===== config.mk =====
export PLATFORM = sky130hd
export DESIGN_NAME = packet_sequence_block_placer_core
export DESIGN_NICKNAME = d
export VERILOG_FILES = /design/src/rtl/psbp_pkg.sv /design/src/rtl/packet_sequence_block_placer_core.sv /design/src/rtl/psbp_sub_unit.sv /design/src/rtl/psbp_rsp_stage.sv
export SDC_FILE = /design/constraint.sdc
export NUM_CORES = 1
export LEC_CHECK = 0
export BUFFER_PORTS_ARGS = -buffer_cell sky130_fd_sc_hd__buf_2
export CAP_MARGIN = 20
export CORE_ASPECT_RATIO = 1.5
export CORE_MARGIN = 5
export CORE_UTILIZATION = 52
export DETAILED_ROUTE_END_ITERATION = 10
export PLACE_DENSITY = 0.71
export REMOVE_ABC_BUFFERS = 1
export SETUP_SLACK_MARGIN = 0.02
export SLEW_MARGIN = 20
export SYNTH_ARGS = -nofsm -noshare
export SYNTH_HDL_FRONTEND = slang
export SYNTH_SLANG_ARGS = --single-unit

===== constraint.sdc =====
create_clock -name clock -period 38.8 [get_ports clock]
set_clock_uncertainty 0.2 [all_clocks]
set_input_delay 9.7 -clock clock [delete_from_list [all_inputs] [get_ports clock]]
set_output_delay 9.7 -clock clock [all_outputs]
set_load 0.02 [all_outputs]

===== src/rtl/psbp_pkg.sv =====
// Package for the packet sequence block placer: codes, reset values, types.
// No dependencies.
package psbp_pkg;

   localparam int DEFAULT_SEQ_BITS   = 48;
   localparam int DEFAULT_MAX_BLOCKS = 256;

   localparam int CSR_INDEX_BITS = 4;
   localparam int CSR_DATA_BITS  = 16;

   localparam logic [CSR_INDEX_BITS-1:0] CSR_SLOTS_PER_BLOCK = 4'd0;
   localparam logic [CSR_INDEX_BITS-1:0] CSR_BLOCK_COUNT     = 4'd1;

   localparam logic [15:0] PPB_RESET         = 16'd1024;
   localparam logic [8:0]  BLOCK_COUNT_RESET = 9'd8;
   localparam int          START_SEQ         = 2048;

   localparam logic [1:0] KIND_CLOSE   = 2'd0;
   localparam logic [1:0] KIND_PLACE   = 2'd1;
   localparam logic [1:0] KIND_DISCARD = 2'd2;

   localparam logic [16:0] BLOCK_CNT_MAX = 17'h1FFFF;
   localparam logic [47:0] TOTAL_CNT_MAX = 48'hFFFF_FFFF_FFFF;

   typedef struct packed {
      logic [1:0]  kind;
      logic [7:0]  block_index;
      logic [15:0] slot;
      logic [15:0] fill_start;
      logic [47:0] block_first_seq;
      logic [16:0] block_packet_count;
      logic [16:0] block_drop_count;
      logic [47:0] total_packet_count;
      logic [47:0] total_drop_count;
      logic        new_observation;
      logic        last;
   } rsp_type;

endpackage


===== src/rtl/packet_sequence_block_placer_core.sv =====
// Top level of the packet sequence block placer: sequencer, state, config.
// Depends on psbp_pkg, psbp_sub_unit and psbp_rsp_stage.
//
//   channel | ports                         | direction | transaction
//   --------+-------------------------------+-----------+----------------------------
//   req     | req_valid/req_ready/req_*     | in        | one packet sequence number
//   rsp     | rsp_valid/rsp_ready/rsp_*     | out       | close, placed or discard record
//   csr     | csr_valid/csr_ready/csr_*     | in        | one register write
//
// Steps: a packet inside the open block runs accept, diff, offset and place; a
// discard runs accept, diff and discard. A packet that opens the first block runs
// accept, diff, offset, remainder, base and place, one that closes the open block
// adds a close step after offset. The restoring remainder of seq by the block
// length runs one bit per cycle on the shared subtractor, which also forms the
// sequence difference, block offset and base. req_ready is high only while the
// sequencer is idle. Reset is synchronous; no clearing pass. The result register
// lets a new transaction be taken while the last result waits; a stalled rsp side
// holds the sequencer only where it must load a result. csr_ready is always high.
module packet_sequence_block_placer_core import psbp_pkg::*; #(
   parameter int SEQ_BITS   = DEFAULT_SEQ_BITS,
   parameter int MAX_BLOCKS = DEFAULT_MAX_BLOCKS
) (
   input  logic                      clock,
   input  logic                      reset,
   // request
   input  logic                      req_valid,
   output logic                      req_ready,
   input  logic [47:0]               req_packet_seq,
   // response
   output logic                      rsp_valid,
   input  logic                      rsp_ready,
   output logic [1:0]                rsp_kind,
   output logic [7:0]                rsp_block_index,
   output logic [15:0]               rsp_slot,
   output logic [15:0]               rsp_fill_start,
   output logic [47:0]               rsp_block_first_seq,
   output logic [16:0]               rsp_block_packet_count,
   output logic [16:0]               rsp_block_drop_count,
   output logic [47:0]               rsp_total_packet_count,
   output logic [47:0]               rsp_total_drop_count,
   output logic                      rsp_new_observation,
   output logic                      rsp_last,
   // register writes
   input  logic                      csr_valid,
   output logic                      csr_ready,
   input  logic [CSR_INDEX_BITS-1:0] csr_index,
   input  logic [CSR_DATA_BITS-1:0]  csr_data
);

   localparam int CB_W   = $clog2(MAX_BLOCKS);
   localparam int CNT_W  = $clog2(SEQ_BITS);
   localparam int SUB_W  = (SEQ_BITS > 17) ? SEQ_BITS : 17;
   localparam int NB_W   = (CB_W + 1 > 9) ? CB_W + 1 : 9;
   localparam int EXT_W  = SEQ_BITS + 48;
   localparam int BIX_W  = CB_W + 8;

   typedef enum logic [7:0] {
      ST_IDLE   = 8'b0000_0001,
      ST_DIFF   = 8'b0000_0010,
      ST_OFFSET = 8'b0000_0100,
      ST_CLOSE  = 8'b0000_1000,
      ST_DIV    = 8'b0001_0000,
      ST_BASE   = 8'b0010_0000,
      ST_PLACE  = 8'b0100_0000,
      ST_DISC   = 8'b1000_0000
   } state_type;

   state_type state_ff, state_in;

   // configuration
   logic [15:0] ppb_ff, ppb_in;
   logic [8:0]  bcount_ff, bcount_in;

   // placement state
   logic [SEQ_BITS-1:0] prev_ff, prev_in;
   logic                open_ff, open_in;
   logic [CB_W-1:0]     cur_ff, cur_in;
   logic [SEQ_BITS-1:0] base_ff, base_in;
   logic [15:0]         next_slot_ff, next_slot_in;
   logic [16:0]         bp_ff, bp_in;
   logic [16:0]         bd_ff, bd_in;
   logic [47:0]         tp_ff, tp_in;
   logic [47:0]         td_ff, td_in;

   // per-transaction working registers
   logic [SEQ_BITS-1:0] seq_ff, seq_in;
   logic                force_ff, force_in;
   logic [15:0]         rem_ff, rem_in;
   logic [CNT_W-1:0]    bit_cnt_ff, bit_cnt_in;
   logic [15:0]         offset_ff, offset_in;

   // shared subtractor
   logic [SUB_W-1:0] sub_a, sub_b, sub_diff;
   logic             sub_borrow;

   // output stage
   logic    load, out_free;
   rsp_type load_data, rsp_data;

   logic [15:0]         ppb_eff;
   logic [8:0]          bcount_eff;
   logic [NB_W-1:0]     nblk;
   logic                wrap;
   logic [EXT_W-1:0]    seq_ext, base_ext;
   logic [BIX_W-1:0]    bix_ext;
   logic [16:0]         div_shift;
   logic [SEQ_BITS-1:0] sub_low;
   logic                near_gap;

   // placement arithmetic
   logic        slot_ahead;
   logic [15:0] fill, drops;
   logic [16:0] inc;
   logic [17:0] bd_sum, bp_sum;
   logic [48:0] td_sum, tp_sum;
   logic [16:0] bd_new, bp_new;
   logic [47:0] td_new, tp_new;

   psbp_sub_unit #(.WIDTH(SUB_W)) u_sub (
      .sub_a      (sub_a),
      .sub_b      (sub_b),
      .sub_diff   (sub_diff),
      .sub_borrow (sub_borrow)
   );

   psbp_rsp_stage u_rsp (
      .clock     (clock),
      .reset     (reset),
      .load      (load),
      .load_data (load_data),
      .free      (out_free),
      .rsp_valid (rsp_valid),
      .rsp_ready (rsp_ready),
      .rsp_data  (rsp_data)
   );

   // zero in a register means one
   assign ppb_eff    = (ppb_ff == 16'd0) ? 16'd1 : ppb_ff;
   assign bcount_eff = (bcount_ff == 9'd0) ? 9'd1 : bcount_ff;
   assign nblk       = (NB_W'(bcount_eff) > NB_W'(MAX_BLOCKS)) ? NB_W'(MAX_BLOCKS)
                                                               : NB_W'(bcount_eff);
   assign wrap       = (NB_W'(cur_ff) + NB_W'(1)) >= nblk;

   // field width adaption between SEQ_BITS and the 48-bit ports
   assign seq_ext  = EXT_W'(req_packet_seq);
   assign base_ext = EXT_W'(base_ff);
   assign bix_ext  = BIX_W'(cur_ff);

   assign div_shift = {rem_ff, seq_ff[bit_cnt_ff]};
   assign sub_low   = sub_diff[SEQ_BITS-1:0];
   // difference within 128 behind: bits above 6 all ones
   assign near_gap  = &sub_low[SEQ_BITS-1:7];

   // shared subtractor operand select
   always_comb begin
      unique case (state_ff)
         ST_DIFF: begin
            sub_a = SUB_W'(seq_ff);
            sub_b = SUB_W'(prev_ff);
         end
         ST_OFFSET: begin
            sub_a = SUB_W'(seq_ff);
            sub_b = SUB_W'(base_ff);
         end
         ST_DIV: begin
            sub_a = SUB_W'(div_shift);
            sub_b = SUB_W'(ppb_eff);
         end
         ST_BASE: begin
            sub_a = SUB_W'(seq_ff);
            sub_b = SUB_W'(rem_ff);
         end
         default: begin
            sub_a = '0;
            sub_b = '0;
         end
      endcase
   end

   // slot, zero-fill range and saturating counts of a placed packet
   always_comb begin
      slot_ahead = offset_ff >= next_slot_ff;
      fill       = slot_ahead ? next_slot_ff : offset_ff;
      drops      = slot_ahead ? (offset_ff - next_slot_ff) : 16'd0;
      inc        = 17'(drops) + 17'd1;
      bd_sum     = 18'(bd_ff) + 18'(drops);
      bp_sum     = 18'(bp_ff) + 18'(inc);
      td_sum     = 49'(td_ff) + 49'(drops);
      tp_sum     = 49'(tp_ff) + 49'(inc);
      bd_new     = (bd_sum > 18'(BLOCK_CNT_MAX)) ? BLOCK_CNT_MAX : bd_sum[16:0];
      bp_new     = (bp_sum > 18'(BLOCK_CNT_MAX)) ? BLOCK_CNT_MAX : bp_sum[16:0];
      td_new     = (td_sum > 49'(TOTAL_CNT_MAX)) ? TOTAL_CNT_MAX : td_sum[47:0];
      tp_new     = (tp_sum > 49'(TOTAL_CNT_MAX)) ? TOTAL_CNT_MAX : tp_sum[47:0];
   end

   // sequencer
   always_comb begin
      state_in     = state_ff;
      ppb_in       = ppb_ff;
      bcount_in    = bcount_ff;
      prev_in      = prev_ff;
      open_in      = open_ff;
      cur_in       = cur_ff;
      base_in      = base_ff;
      next_slot_in = next_slot_ff;
      bp_in        = bp_ff;
      bd_in        = bd_ff;
      tp_in        = tp_ff;
      td_in        = td_ff;
      seq_in       = seq_ff;
      force_in     = force_ff;
      rem_in       = rem_ff;
      bit_cnt_in   = bit_cnt_ff;
      offset_in    = offset_ff;
      load         = 1'b0;

      // common record fields; kind-specific ones set below
      load_data.kind               = KIND_DISCARD;
      load_data.block_index        = bix_ext[7:0];
      load_data.slot               = 16'd0;
      load_data.fill_start         = 16'd0;
      load_data.block_first_seq    = base_ext[47:0];
      load_data.block_packet_count = bp_ff;
      load_data.block_drop_count   = bd_ff;
      load_data.total_packet_count = tp_ff;
      load_data.total_drop_count   = td_ff;
      load_data.new_observation    = 1'b0;
      load_data.last               = 1'b1;

      if (csr_valid) begin
         unique case (csr_index)
            CSR_SLOTS_PER_BLOCK: ppb_in    = csr_data;
            CSR_BLOCK_COUNT:     bcount_in = csr_data[8:0];
            default: ;
         endcase
      end

      unique case (state_ff)
         ST_IDLE: begin
            if (req_valid) begin
               seq_in   = seq_ext[SEQ_BITS-1:0];
               state_in = ST_DIFF;
            end
         end
         ST_DIFF: begin
            // behind the previous packet: far means new observation
            force_in = open_ff && sub_low[SEQ_BITS-1] && !near_gap;
            if (open_ff && sub_low[SEQ_BITS-1] && near_gap) begin
               state_in = ST_DISC;
            end else begin
               state_in = ST_OFFSET;
            end
         end
         ST_OFFSET: begin
            if (!open_ff || force_ff || (sub_low >= SEQ_BITS'(ppb_eff))) begin
               rem_in     = 16'd0;
               bit_cnt_in = CNT_W'(SEQ_BITS - 1);
               if (open_ff) begin
                  state_in = ST_CLOSE;
               end else begin
                  cur_in   = '0;
                  state_in = ST_DIV;
               end
            end else begin
               offset_in = sub_low[15:0];
               state_in  = ST_PLACE;
            end
         end
         ST_CLOSE: begin
            if (out_free) begin
               load                      = 1'b1;
               load_data.kind            = KIND_CLOSE;
               load_data.new_observation = force_ff;
               load_data.last            = 1'b0;
               cur_in                    = wrap ? '0 : cur_ff + CB_W'(1);
               state_in                  = ST_DIV;
            end
         end
         ST_DIV: begin
            // restoring remainder, one sequence bit per cycle
            rem_in = sub_borrow ? div_shift[15:0] : sub_diff[15:0];
            if (bit_cnt_ff == '0) begin
               state_in = ST_BASE;
            end else begin
               bit_cnt_in = bit_cnt_ff - CNT_W'(1);
            end
         end
         ST_BASE: begin
            base_in      = sub_low;
            offset_in    = rem_ff;
            next_slot_in = 16'd0;
            bp_in        = 17'd0;
            bd_in        = 17'd0;
            if (force_ff) begin
               tp_in = 48'd0;
               td_in = 48'd0;
            end
            open_in  = 1'b1;
            state_in = ST_PLACE;
         end
         ST_PLACE: begin
            load_data.kind               = KIND_PLACE;
            load_data.slot               = offset_ff;
            load_data.fill_start         = fill;
            load_data.block_packet_count = bp_new;
            load_data.block_drop_count   = bd_new;
            load_data.total_packet_count = tp_new;
            load_data.total_drop_count   = td_new;
            load_data.new_observation    = force_ff;
            if (out_free) begin
               load         = 1'b1;
               bp_in        = bp_new;
               bd_in        = bd_new;
               tp_in        = tp_new;
               td_in        = td_new;
               next_slot_in = offset_ff + 16'd1;
               prev_in      = seq_ff;
               state_in     = ST_IDLE;
            end
         end
         ST_DISC: begin
            if (out_free) begin
               load     = 1'b1;
               state_in = ST_IDLE;
            end
         end
         default: state_in = ST_IDLE;
      endcase
   end

   always_ff @(posedge clock) begin
      if (reset) begin
         state_ff     <= ST_IDLE;
         ppb_ff       <= PPB_RESET;
         bcount_ff    <= BLOCK_COUNT_RESET;
         prev_ff      <= SEQ_BITS'(START_SEQ);
         open_ff      <= 1'b0;
         cur_ff       <= '0;
         base_ff      <= '0;
         next_slot_ff <= 16'd0;
         bp_ff        <= 17'd0;
         bd_ff        <= 17'd0;
         tp_ff        <= 48'd0;
         td_ff        <= 48'd0;
         force_ff     <= 1'b0;
      end else begin
         state_ff     <= state_in;
         ppb_ff       <= ppb_in;
         bcount_ff    <= bcount_in;
         prev_ff      <= prev_in;
         open_ff      <= open_in;
         cur_ff       <= cur_in;
         base_ff      <= base_in;
         next_slot_ff <= next_slot_in;
         bp_ff        <= bp_in;
         bd_ff        <= bd_in;
         tp_ff        <= tp_in;
         td_ff        <= td_in;
         force_ff     <= force_in;
      end
      seq_ff     <= seq_in;
      rem_ff     <= rem_in;
      bit_cnt_ff <= bit_cnt_in;
      offset_ff  <= offset_in;
   end

   assign req_ready = (state_ff == ST_IDLE);
   assign csr_ready = 1'b1;

   assign rsp_kind               = rsp_data.kind;
   assign rsp_block_index        = rsp_data.block_index;
   assign rsp_slot               = rsp_data.slot;
   assign rsp_fill_start         = rsp_data.fill_start;
   assign rsp_block_first_seq    = rsp_data.block_first_seq;
   assign rsp_block_packet_count = rsp_data.block_packet_count;
   assign rsp_block_drop_count   = rsp_data.block_drop_count;
   assign rsp_total_packet_count = rsp_data.total_packet_count;
   assign rsp_total_drop_count   = rsp_data.total_drop_count;
   assign rsp_new_observation    = rsp_data.new_observation;
   assign rsp_last               = rsp_data.last;

endmodule


===== src/rtl/psbp_sub_unit.sv =====
// Shared subtractor: difference and borrow of two unsigned operands.
// No dependencies.
module psbp_sub_unit #(
   parameter int WIDTH = 48
) (
   input  logic [WIDTH-1:0] sub_a,
   input  logic [WIDTH-1:0] sub_b,
   output logic [WIDTH-1:0] sub_diff,
   output logic             sub_borrow
);

   logic [WIDTH:0] full;

   assign full       = {1'b0, sub_a} - {1'b0, sub_b};
   assign sub_diff   = full[WIDTH-1:0];
   assign sub_borrow = full[WIDTH];

endmodule


===== src/rtl/psbp_rsp_stage.sv =====
// Result output register with valid/ready handshake.
// Depends on psbp_pkg (rsp_type).
module psbp_rsp_stage import psbp_pkg::*; (
   input  logic    clock,
   input  logic    reset,
   input  logic    load,
   input  rsp_type load_data,
   output logic    free,
   output logic    rsp_valid,
   input  logic    rsp_ready,
   output rsp_type rsp_data
);

   logic    valid_ff, valid_in;
   rsp_type data_ff, data_in;

   // slot is free when empty or being drained this cycle
   assign free = !valid_ff || rsp_ready;

   always_comb begin
      valid_in = valid_ff;
      data_in  = data_ff;
      if (load && free) begin
         valid_in = 1'b1;
         data_in  = load_data;
      end else if (rsp_ready) begin
         valid_in = 1'b0;
      end
   end

   always_ff @(posedge clock) begin
      if (reset) begin
         valid_ff <= 1'b0;
      end else begin
         valid_ff <= valid_in;
      end
      data_ff <= data_in;
   end

   assign rsp_valid = valid_ff;
   assign rsp_data  = data_ff;

endmodule


After elaboration in Yosys (flattened, before gate mapping)
Index checks and enable logic that the tools add are counted.
- output and inout port bits: 225
- bits in registers: 594
- word-level logic and storage cells: 156
- reductions and logical operators: 34
- mux-type cells: 54
- equal/unequal tests: 19
- order comparisons: 9
- add/subtract/negate cells: 11
- operators by type and width (kind ; count):
    $pmux 48 s2 ; 3
    $mux 48 ; 5
    $pmux 48 s4 ; 1
    $mux 130 ; 1
    $mux 16 ; 7
    $gt 49x48->1 const B ; 2
    $pmux 16 s2 ; 3
    $mux 8 ; 10
    $mux 17 ; 4
    $pmux 17 s2 ; 2
    $pmux 8 s7 ; 1
    $add 48x16->49 ; 1
    $add 48x17->49 ; 1
    $sub 48x48->49 ; 1
    $ge 48x16->1 ; 1
    $reduce_and 41->1 ; 1
    $gt 18x17->1 const B ; 2
    $add 17x16->18 ; 1
    $add 17x17->18 ; 1
    $mux 9 ; 2
    $add 16x1->17 const B ; 1
    $add 16x1->16 const B ; 1
    $ge 16x16->1 ; 1
    $logic_not 16->1 ; 1
    39 further kinds ; 73

Depth between registers and ports, before layout
Gate-level depths: netlist of run 1.
- depth in word-level cells: 8
- gate-level depth with buffers: 31
- mapped depth without buffers: 29

Hierarchy
Synthesis of run 1 repeated with hierarchy kept, for this count alone.
- cells, all modules: 3767
- area, all modules: 33694.8 um^2
- modules (own cells, without submodules) (module ; cells an instance ; instances ; seq. area each (um^2) ; area each (um^2)):
    packet_sequence_block_placer_core ; 3096 ; 1 ; 8287.9 ; 24094.4
    psbp_rsp_stage ; 227 ; 1 ; 6686.4 ; 6721.4
    psbp_sub_unit ; 444 ; 1 ; 0.0 ; 2879.0

Least setup slack after synthesis of run 1
No wires, ideal clock.
- kind: input port to flip-flop
- start point: input rsp_ready
- end point: register u_rsp.data_ff, in the netlist u_rsp.rsp_data[0], enable pin
- stages: 2
- slack: 18.810 ns
- path buffers: 0
- data arrival time: 18.981 ns
- cell sequence: nor2b_1 -> nor2_1
- cells in the longest elaborated chain, start to end: 4
- RTL lines (element ; line ; RTL):
    start, declared ; packet_sequence_block_placer_core.sv:31 ; input logic rsp_ready,
    $logic_or 1x1->1 (*) ; psbp_rsp_stage.sv:18 ; assign free = !valid_ff || rsp_ready;
    $mux 1 ; packet_sequence_block_placer_core.sv:270, packet_sequence_block_placer_core.sv:310, packet_sequence_block_placer_core.sv:322 ;
    $mux 1 ; - ;
    $logic_and 1x1->1 (*) ; psbp_rsp_stage.sv:23 ; if (load && free) begin
    end signal, assigned ; psbp_rsp_stage.sv:37 ; data_ff <= data_in;
    end, declared ; psbp_rsp_stage.sv:15 ; rsp_type data_ff, data_in;
Mark *: on every way between the ends. The rest lies on a longest branch, timed or not.
A chain may end at the register's enable or synchronous reset.

Final worst setup path of run 1
- start point: input rsp_ready
- end point: register td_ff[37]
- cells in the longest elaborated chain, start to end: 3
- RTL lines (element ; line ; RTL):
    $logic_or 1x1->1 ; psbp_rsp_stage.sv:18 ;
    $ne 2x1->1 (no line) ; - ;
    $reduce_and 3->1 (no line) ; - ;
    end signal, assigned ; packet_sequence_block_placer_core.sv:358 ; td_ff <= td_in;
    end, declared ; packet_sequence_block_placer_core.sv:83 ; logic [47:0] td_ff, td_in;
No other way between the ends.

==> results.py, run 1 <==
metrics = {
    "global_route": {
        "first_global_vias": 26482,
        "first_pass_grt_wire_length_um": 147600,
        "grt_start_max_net_pins": 186,
        "grt_util_all_layers_pct": 27.03,
        "congestion_overflow_gr": 0,
        "grt_antenna_before_repair": 4,
    },
    "clock_network": {
        "cts.root.buffer_cell": "sky130_fd_sc_hd__clkbuf_16",
        "clock_slew_at_reported_path_ffs_ns": 0.07,
        "post_cts_hold_buffer_count": 0,
        "cts_tree": "yes",
        "resized_after_cts": 0,
        "cts.repair_timing.setup_buffer_count": 0,
        "cts-buffers-inserted": 55,
        "clk_path_buf_depth": 3,
        "ctsHtreeMaxLevel": 2,
        "cts_sinks": 594,
        "worstSkewPairLatency_ns": 0.64,
    },
    "die": {
        "die_width_um": 214.2,
        "fp.dieArea_mm2": 0.06777,
        "core_area_mm2": 0.06208,
        "row_count": 112,
        "dieHeight_um": 316.4,
        "floorplan.initialDensity_pct": 52.41,
        "io_pins": 298,
    },
    "hold_path": {
        "hold_path_class": "flop to flop",
        "timing.hold.worst_path_depth": 2,
    },
    "final_layout": {
        "areaGrowthSynthToFinish_pct": 12.23,
        "postLayoutCoreUtil_pct": 58.82,
        "layout.nets": 4001,
        "design_area_mm2": 0.03651,
        "multiInputGateArea_mm2": 0.01649,
        "final-seq-area_mm2": 0.01497,
        "fillers": 5604,
        "drive_above_1_share_pct": 12.79,
    },
    "synth": {
        "synth_area_mm2": 0.03253,
        "synth-async-reset-ratio_pct": 0,
        "netlist-cell-type-count": 83,
        "postSynthCellCount": 3566,
        "synth.ff_latch_count": 594,
        "yosys_most_used_dff": "sky130_fd_sc_hd__edfxtp_1",
        "yosysWarnings": 0,
        "ys_seq_area_share_pct": 46.03,
        "avgSynthCellArea_um2": 9.124,
        "synth-edff-count": 308,
    },
    "timing": {
        "final_hold_viol_count": 0,
        "final.min_clock_period_ns": 12.50,
        "headroom_to_the_max_slew_limit_pct": 23.55,
        "fmax_mhz": 80.01,
        "finalSetupViolations": 0,
        "grt_setup_unrepaired": "false",
        "timing.setup.tns_ns": 0,
        "worstMarginPinSlew_ns": 1.147,
        "ratio_of_final_minimum_period_to_clock_period_pct": 32.21,
        "final_max_slew_violation_count": 0,
        "worst_setup_slack_final_ns": 26.30,
    },
    "setup_path": {
        "critPathArrivalTime_ns": 12.86,
        "required_time_of_the_critical_path_ns": 39.16,
        "critical_path_peak_fanout": 40,
        "worst_setup_path_start_kind": "input port",
        "critical_setup_path_class": "input port to flop",
        "worst_r2r_path_depth": 29,
        "crit_path_end_kind": "flop",
    },
    "route": {
        "routed-via-count": 27587,
        "drt_pass1_iterations": 6,
        "dr.first_iter.drc_count": 2057,
        "route.detailed.vias_per_inst": 5.987,
        "drc_errors": 0,
        "drt-total-wl_um": 95270,
        "wire_per_inst_um": 20.68,
        "routed_antenna_nets": 0,
    },
    "placed_design": {
        "number_of_buffers_inserted_by_port_buffering": 296,
        "globalplace.congestion": 0.9728,
        "detailed_place.area_mm2": 0.03465,
        "placement.setup.worst_slack_ns": 25.71,
        "hpwlAfterDp_um": 68730,
    },
    "power": {
        "seq_power_share_pct": 35.1,
        "internal_cell_power_w": 0.001257,
        "power_switching_w": 0.0007389,
        "power_density_mw_per_mm2": 54.66,
        "cellLeakagePower_nw": 14.14,
        "combinationalPowerShare_pct": 36.7,
        "maximum_resistive_drop_on_vdd_mv": 0.05057,
        "sw_frac_of_total_pct": 37.02,
        "pwr-share-clk_pct": 28.2,
    },
    "status": {
        "status": "complete, no violations",
    },
    "job": {
        "drv.max_cap_violation_count": 0,
    },
}
==> power groups by stage <==
stage	sequential, W	clock (W)	combinational [W]
final	0.000701	0.000563	0.000732
after global routing	0.000702	0.000599	0.000785
after CTS	0.000700	0.000573	0.000718
after detailed placement	0.000714	0	0.000713
after global placement	0.000714	0	0.000714
after floorplan	0.000706	0	0.000505
==> cell usage after synthesis, types with 74 or more instances <==
cell type                  instances  area share (%)
sky130_fd_sc_hd__dfxtp_1         286              18
sky130_fd_sc_hd__and2_1           74             1.4
sky130_fd_sc_hd__edfxtp_1        308              28
sky130_fd_sc_hd__and3_1           76             1.5
sky130_fd_sc_hd__nand2_1         466             5.4
sky130_fd_sc_hd__a21oi_1         374             5.8
sky130_fd_sc_hd__xnor2_1          80             2.2
sky130_fd_sc_hd__o21ai_0         174             2.7
sky130_fd_sc_hd__inv_1           113             1.3
sky130_fd_sc_hd__nand3_1          76             1.2
sky130_fd_sc_hd__clkbuf_1        172             2.0
sky130_fd_sc_hd__nor2_1          337             3.9
sky130_fd_sc_hd__a21o_1           91             2.1
sky130_fd_sc_hd__a31oi_1          96             1.8
sky130_fd_sc_hd__ha_1            160             6.2
==> registers in the layout (all words and copies together), names as in the netlist <==
signal	flops
next_slot_ff	16
td_ff	48
base_ff	48
force_ff	1
ppb_ff	16
u_rsp.rsp_valid	1
bp_ff	17
bit_cnt_ff	6
prev_ff	48
rem_ff	16
u_rsp.rsp_data	222
state_ff	8
open_ff	1
seq_ff	48
bd_ff	17
bcount_ff	9
tp_ff	48
cur_ff	8
offset_ff	16
==> layer usage <==
metal  global-route usage [%]  share of wire (%)  wire (um)  vias up
met5                        0              0.022         21        -
met4                    12.08                4.8       4560        4
met3                    3.505                5.8       5525      185
met2                    49.24                 51      48460      979
met1                    32.02                 39      36700    13131
li1                         -                  -          -    13288
==> final timing paths <==
path                                                from                            to  slack (ns)
worst max register to register    offset_ff[0]$_DFFE_PP_  u_rsp.rsp_data[75]$_DFFE_PP_       30.61
worst min-delay path            prev_ff[23]$_SDFFE_PP0P_      prev_ff[23]$_SDFFE_PP0P_        0.25
worst max-delay path                           rsp_ready        td_ff[37]$_SDFFE_PP0P_       26.30
worst min register to register  prev_ff[23]$_SDFFE_PP0P_      prev_ff[23]$_SDFFE_PP0P_        0.25
==> metrics by stage <==
stage | hold WS [ns] | total power [W] | instances
after floorplan | 0.2298 | 0.001212 | 3374
after global placement | 0.2410 | 0.001428 | 4503
after detailed placement | 0.2461 | 0.001427 | 4503
after CTS | 0.2566 | 0.001991 | 4607
after global routing | 0.2721 | 0.002086 | 4608
final | 0.2544 | 0.001996 | 4608
==> layout make-up <==
type | instances | area share, %
diodes | 1 | 0.006854
clock buffers | 63 | 3.907
clock inverters | 41 | 1.158
inverters | 114 | 1.179
multi-input cells | 2666 | 45.18
flip-flops and latches | 594 | 41.01
well taps | 798 | 2.735
repair buffers | 331 | 4.828
==> worst max-delay path: stages <==
cell                       delay, ns
sky130_fd_sc_hd__buf_2          0.11
sky130_fd_sc_hd__nand2b_1       0.21
sky130_fd_sc_hd__nand2_2        0.77
sky130_fd_sc_hd__buf_4          0.59
sky130_fd_sc_hd__nand2_1        0.58
sky130_fd_sc_hd__nor2_2         0.25
sky130_fd_sc_hd__buf_4          0.38
sky130_fd_sc_hd__o21ai_0        0.15
sky130_fd_sc_hd__o21ai_0        0.09
==> cells by family after synthesis <==
group	Yosys count	share of synthesized area, %
buffers and inverters	306	3.553
and+or+nand+nor	1256	17.71
DFF	594	46.03
adders and majority gates	166	6.522
xor gates and xnor gates	143	3.850
other	1	0.01153
AOI/OAI and AO/OA	1038	19.82
muxes	62	2.507
==> layout by cell type (no fill, tap or decap), types with 32 or more instances in the layout <==
| cell | count |
|---|---|
| sky130_fd_sc_hd__dfxtp_1 | 286 |
| sky130_fd_sc_hd__inv_1 | 112 |
| sky130_fd_sc_hd__buf_2 | 295 |
| sky130_fd_sc_hd__and3_1 | 76 |
| sky130_fd_sc_hd__nor2_1 | 330 |
| sky130_fd_sc_hd__buf_4 | 34 |
| sky130_fd_sc_hd__clkbuf_16 | 55 |
| sky130_fd_sc_hd__xor2_1 | 63 |
| sky130_fd_sc_hd__a22oi_1 | 65 |
| sky130_fd_sc_hd__a21oi_1 | 372 |
| sky130_fd_sc_hd__nand2_1 | 465 |
| sky130_fd_sc_hd__o21ai_0 | 174 |
| sky130_fd_sc_hd__xnor2_1 | 80 |
| sky130_fd_sc_hd__nand4_1 | 36 |
| sky130_fd_sc_hd__and2_1 | 74 |
| sky130_fd_sc_hd__a21o_1 | 91 |
| sky130_fd_sc_hd__a31oi_1 | 96 |
| sky130_fd_sc_hd__nor3_1 | 59 |
| sky130_fd_sc_hd__edfxtp_1 | 308 |
| sky130_fd_sc_hd__a22o_1 | 45 |
| sky130_fd_sc_hd__mux2i_1 | 41 |
| sky130_fd_sc_hd__o21a_1 | 32 |
| sky130_fd_sc_hd__ha_1 | 160 |
| sky130_fd_sc_hd__nand3_1 | 76 |
Power figures use the tool's default switching activity.
==> inputs of run 2 (changes only) <==
PLACE_DENSITY = 0.74   (was 0.71)
clock period = 10.95 ns   (was 38.8 ns; I/O delays follow)
==> results.py, run 2 (same netlist as run 1, synthesis figures left out) <==
metrics = {
    "final_layout": {
        "areaGrowthSynthToFinish_pct": 13.12,
        "final-instance-count-excl-fill": 4614,
        "layout.cells.most_common": "sky130_fd_sc_hd__nand2_1",
        "postLayoutCoreUtil_pct": 59.28,
        "design_area_mm2": 0.03680,
        "antenna_cells_inserted": 0,
        "largest_register_ffs": 222,
        "commonest_cells_after_routing_fill_and_taps_aside": "465 x sky130_fd_sc_hd__nand2_1, 372 x sky130_fd_sc_hd__a21oi_1, 329 x sky130_fd_sc_hd__nor2_1",
        "layout.nets": 4005,
        "drive_above_1_share_pct": 12.97,
    },
    "die": {
        "core_area_mm2": 0.06208,
        "io_pins": 298,
        "row_count": 112,
        "dieHeight_um": 316.4,
        "floorplan.initialDensity_pct": 52.41,
        "fp.dieArea_mm2": 0.06777,
        "die_width_um": 214.2,
    },
    "clock_network": {
        "cts-buffers-inserted": 58,
        "cts.root.buffer_cell": "sky130_fd_sc_hd__clkbuf_16",
        "worstSkewPairLatency_ns": 0.66,
        "clock_slew_at_reported_path_ffs_ns": 0.07,
        "cts.repair_timing.setup_buffer_count": 0,
        "cts_tree": "yes",
        "resized_after_cts": 0,
        "cts_sinks": 594,
        "clk_path_buf_depth": 3,
        "post_cts_hold_buffer_count": 0,
        "ctsHtreeMaxLevel": 2,
    },
    "setup_path": {
        "critical-path-slowest-cell": "sky130_fd_sc_hd__nor4b_1",
        "required_time_of_the_critical_path_ns": 11.15,
        "critical_path_peak_fanout": 23,
        "critical_setup_path_class": "flop to flop",
        "flop_to_flop_setup_slack_ns": 2.59,
        "critPathArrivalTime_ns": 8.56,
        "crit_path_end_kind": "flop",
        "critPathMaxStageDelay_ns": 0.63,
        "worst_setup_path_start_kind": "flop",
    },
    "global_route": {
        "grt_antenna_before_repair": 1,
        "first_global_vias": 27155,
        "grt_start_max_net_pins": 184,
        "first_pass_grt_wire_length_um": 151800,
        "congestion_overflow_gr": 0,
        "grt_util_all_layers_pct": 27.92,
    },
    "timing": {
        "final_max_slew_violation_count": 0,
        "fmax_mhz": 119.6,
        "headroom_to_the_max_slew_limit_pct": 19.39,
        "worstMarginPinSlew_ns": 1.198,
        "ratio_of_final_minimum_period_to_clock_period_pct": 76.33,
        "final.hold.worst_slack_ns": 0.2531,
        "timing.setup.tns_ns": 0,
        "final.min_clock_period_ns": 8.359,
        "grt_setup_unrepaired": "false",
        "finalSetupViolations": 0,
        "final_hold_viol_count": 0,
    },
    "job": {
        "drv.max_cap_violation_count": 0,
    },
    "route": {
        "wire_per_inst_um": 21.31,
        "route.detailed.vias_per_inst": 6.062,
        "routed_antenna_nets": 0,
        "drc_errors": 0,
        "dr.first_iter.drc_count": 2370,
        "routed-via-count": 27970,
        "drt-total-wl_um": 98310,
        "drt_pass1_iterations": 5,
    },
    "placed_design": {
        "hpwlAfterDp_um": 70930,
        "globalplace.congestion": 0.9512,
        "placed_cells_incl_taps": 4504,
        "detailed_place.area_mm2": 0.03467,
        "number_of_buffers_inserted_by_port_buffering": 296,
    },
    "power": {
        "maximum_resistive_drop_on_vdd_mv": 0.2220,
        "power_density_mw_per_mm2": 200.7,
        "cellLeakagePower_nw": 14.28,
    },
    "status": {
        "status": "complete, no violations",
    },
    "hold_path": {
        "hold_path_class": "flop to flop",
    },
}
==> run 2: cell count changes in the layout (fill, tap and decap cells not counted), sizes merged <==
cell	change
clkinvlp	-2
clkbuf	+4
buf	+1
bufinv	+6
clkinv	-7
inv	+5
diode	-1
==> run 2: through the flow <==
stage	worst slack [ns]	total power [W]
2_1_floorplan	-2.078	0.004294
3_3_place_gp	2.475	0.005127
3_5_place_dp	2.684	0.005129
4_1_cts	2.648	0.007375
5_1_grt	2.034	0.007701
6_report	2.591	0.007386
==> run 2: final timing paths <==
| kind | from | endpoint | cells after the start |
|---|---|---|---|
| hold / removal | prev_ff[27]$_SDFFE_PP0P_ | prev_ff[27]$_SDFFE_PP0P_ | 2 |
| setup reg to reg | offset_ff[0]$_DFFE_PP_ | u_rsp.rsp_data[87]$_DFFE_PP_ | 28 |
| hold reg to reg | prev_ff[27]$_SDFFE_PP0P_ | prev_ff[27]$_SDFFE_PP0P_ | 2 |
| setup / recovery | offset_ff[0]$_DFFE_PP_ | u_rsp.rsp_data[87]$_DFFE_PP_ | 28 |
==> run 2: final cells by class <==
cell class,count,area (um2)
clock inverters,43,618.1
well taps,798,998.5
clock buffers,67,1515
repair buffers,332,1770
inverters,114,430.4
flip-flops and latches,594,14970
fillers,5509,25280
multi-input cells,2666,16500
==> run 2: per-layer routing <==
layer	wire (um)	part of all wire, %	track usage [%]	vias up
met5	0	0	0	-
met4	5679	5.8	14.27	0
met3	5795	5.9	3.620	286
met2	50080	51	51.28	1108
met1	36760	37	31.94	13257
li1	-	-	-	13319
==> run 2: where the power goes <==
part	internal [W]	switching [W]
registers	0.00242	0.0000662
logic	0.000945	0.00171
clock network	0.00130	0.000942
total	0.00467	0.00272
==> run 2: critical path, delay by kind of cell (launching register included) <==
kind,cells,cell delay [ns]
xor+xnor,1,0.20
simple gates,10,2.74
compound gates,11,2.89
flops,1,0.38
buf+inv,3,0.65
fa+ha+maj,3,1.02
==> inputs of run 3 (changes only) <==
clock period = 6.9 ns   (was 10.95 ns; I/O delays follow)
==> results.py, run 3 (same netlist as run 1, synthesis figures left out) <==
metrics = {
    "hold_path": {
        "hold_path_class": "flop to flop",
        "timing.hold.worst_path_depth": 2,
    },
    "final_layout": {
        "areaGrowthSynthToFinish_pct": 14.89,
        "fillers": 5415,
        "drive_above_1_share_pct": 14.62,
        "antenna_cells_inserted": 0,
        "final-seq-area_mm2": 0.01497,
        "layout.cells.most_common": "sky130_fd_sc_hd__nand2_1",
        "multiInputGateArea_mm2": 0.01654,
        "largest_register_ffs": 222,
        "final-instance-count-excl-fill": 4684,
        "commonest_cells_after_routing_fill_and_taps_aside": "465 x sky130_fd_sc_hd__nand2_1, 372 x sky130_fd_sc_hd__a21oi_1, 329 x sky130_fd_sc_hd__nor2_1",
        "layout.nets": 4078,
    },
    "clock_network": {
        "clock_slew_at_reported_path_ffs_ns": 0.07,
        "cts_tree": "yes",
        "ctsHtreeMaxLevel": 2,
        "clk_path_buf_depth": 3,
        "worstSkewPairLatency_ns": 0.63,
        "cts-buffers-inserted": 57,
        "cts.root.buffer_cell": "sky130_fd_sc_hd__clkbuf_16",
        "post_cts_hold_buffer_count": 0,
        "cts_sinks": 594,
    },
    "global_route": {
        "grt_antenna_before_repair": 1,
        "first_global_vias": 27971,
        "first_pass_grt_wire_length_um": 151900,
        "grt_util_all_layers_pct": 28.00,
        "grt_start_max_net_pins": 116,
        "congestion_overflow_gr": 0,
    },
    "timing": {
        "headroom_to_the_max_slew_limit_pct": 25.78,
        "ratio_of_final_minimum_period_to_clock_period_pct": 95.15,
        "final_max_slew_violation_count": 0,
        "final.hold.worst_slack_ns": 0.2538,
        "fmax_mhz": 152.3,
        "finalSetupViolations": 0,
        "worstMarginPinSlew_ns": 1.113,
        "final.min_clock_period_ns": 6.565,
        "final_hold_viol_count": 0,
        "grt_setup_unrepaired": "false",
    },
    "power": {
        "cellLeakagePower_nw": 14.62,
        "combinationalPowerShare_pct": 38.6,
        "power_density_mw_per_mm2": 317.7,
        "sw_frac_of_total_pct": 35.94,
        "internal_cell_power_w": 0.007607,
        "overall_power_w": 0.01187,
        "maximum_resistive_drop_on_vdd_mv": 0.3750,
        "power_switching_w": 0.004267,
        "pwr-share-clk_pct": 28.2,
        "seq_power_share_pct": 33.2,
    },
    "placed_design": {
        "number_of_buffers_inserted_by_port_buffering": 296,
        "placed_cells_incl_taps": 4576,
        "hpwlAfterDp_um": 72240,
        "globalplace.congestion": 0.9961,
    },
    "route": {
        "routed_antenna_nets": 0,
        "routed-via-count": 28343,
        "route.detailed.vias_per_inst": 6.051,
        "drt_pass1_iterations": 6,
        "dr.first_iter.drc_count": 2217,
        "drc_errors": 0,
        "wire_per_inst_um": 20.99,
        "drt-total-wl_um": 98300,
    },
    "setup_path": {
        "worst_r2r_path_depth": 22,
        "critical_path_peak_fanout": 26,
        "critPathArrivalTime_ns": 6.74,
        "critical_setup_path_class": "flop to flop",
        "worst_setup_path_start_kind": "flop",
        "crit_path_end_kind": "flop",
        "required_time_of_the_critical_path_ns": 7.08,
    },
    "die": {
        "core_area_mm2": 0.06208,
        "dieHeight_um": 316.4,
        "die_width_um": 214.2,
        "fp.dieArea_mm2": 0.06777,
        "floorplan.initialDensity_pct": 52.41,
        "row_count": 112,
        "io_pins": 298,
    },
    "status": {
        "status": "complete, no violations",
    },
    "job": {
        "drv.max_cap_violation_count": 0,
    },
}
run 3: changes by cell type in the layout (fill, tap and decap cells not counted), moves of 2 or more:
| cell | before | now |
|---|---|---|
| sky130_fd_sc_hd__inv_6 | 8 | 1 |
| sky130_fd_sc_hd__buf_4 | 35 | 101 |
| sky130_fd_sc_hd__nor4_1 | 12 | 10 |
| sky130_fd_sc_hd__clkbuf_16 | 58 | 64 |
| sky130_fd_sc_hd__inv_4 | 1 | 4 |
| sky130_fd_sc_hd__clkinv_4 | 3 | 6 |
| sky130_fd_sc_hd__inv_8 | 2 | 0 |
| sky130_fd_sc_hd__bufinv_16 | 12 | 5 |
| sky130_fd_sc_hd__clkbuf_1 | 6 | 11 |
| sky130_fd_sc_hd__clkinv_2 | 8 | 5 |
| sky130_fd_sc_hd__inv_16 | 2 | 0 |
| sky130_fd_sc_hd__buf_12 | 1 | 7 |
run 3: power by group through the flow:
| stage | clock, W | combinational, W | sequential [W] |
|---|---|---|---|
| finish | 0.00335 | 0.00458 | 0.00394 |
| global route | 0.00355 | 0.00491 | 0.00395 |
| CTS | 0.00340 | 0.00452 | 0.00394 |
| detailed placement | 0 | 0.00450 | 0.00402 |
| global placement | 0 | 0.00450 | 0.00402 |
| floorplan | 0 | 0.00284 | 0.00397 |
run 3: worst max-delay path: stages (launching register included):
cell                        delay, ns
sky130_fd_sc_hd__dfxtp_1         0.38
sky130_fd_sc_hd__nor2_1          0.16
sky130_fd_sc_hd__nand2_1         0.11
sky130_fd_sc_hd__or3_1           0.37
sky130_fd_sc_hd__nor3b_2         0.58
sky130_fd_sc_hd__buf_4           0.25
sky130_fd_sc_hd__buf_4           0.35
sky130_fd_sc_hd__a22oi_1         0.15
sky130_fd_sc_hd__and3_1          0.17
sky130_fd_sc_hd__ha_1            0.42
sky130_fd_sc_hd__nand2_1         0.15
sky130_fd_sc_hd__o211ai_1        0.26
sky130_fd_sc_hd__a21oi_1         0.14
sky130_fd_sc_hd__a21oi_1         0.20
sky130_fd_sc_hd__o2bb2ai_2       0.10
sky130_fd_sc_hd__xnor2_1         0.17
sky130_fd_sc_hd__or3_1           0.43
sky130_fd_sc_hd__or4_4           0.52
sky130_fd_sc_hd__nor4b_2         0.34
sky130_fd_sc_hd__nand4_1         0.21
sky130_fd_sc_hd__or2_4           0.30
sky130_fd_sc_hd__a21boi_1        0.16
sky130_fd_sc_hd__buf_12          0.18
run 3: metrics by stage:
stage	instance area, um2	util [%]	setup TNS [ns]	worst slack, ns
finish	37380	60.21	0	0.3346
global route	37380	60.21	0	0.03157
CTS	37290	60.07	0	0.3272
detailed placement	35280	56.83	0	0.3612
global placement	35280	56.83	0	0.4508
floorplan	31810	-	-1564.55	-5.115
run 3: repair_timing:
action / in CTS / in global routing
resized for setup: 0 / 11
setup endpoints to repair: 0 / 125
buffers inserted: 0 / 0
run 3: worst paths after layout:
path	start	end	slack, ns
setup / recovery	state_ff[3]$_SDFFE_PP0P_	rem_ff[8]$_SDFFCE_PN0P_	0.33
hold / removal	prev_ff[46]$_SDFFE_PP0P_	prev_ff[46]$_SDFFE_PP0P_	0.25
setup reg to reg	state_ff[3]$_SDFFE_PP0P_	rem_ff[8]$_SDFFCE_PN0P_	0.33
hold reg to reg	prev_ff[46]$_SDFFE_PP0P_	prev_ff[46]$_SDFFE_PP0P_	0.25
run 3: area by class of cell:
type,count,share of cell area [%]
timing repair buffer,406,6.487
tap,798,2.671
inverter,114,1.152
clock inverter,27,0.8368
clock buffer,79,4.542
multi-input combinational,2666,44.25
sequential,594,40.06
run 3: metal layers:
layer,up-vias,wire [um],track usage [%]
met5,-,0,0
met4,0,6453,16.60
met3,295,5557,3.591
met2,1074,49820,51.26
met1,13493,36470,31.23
li1,13481,-,-
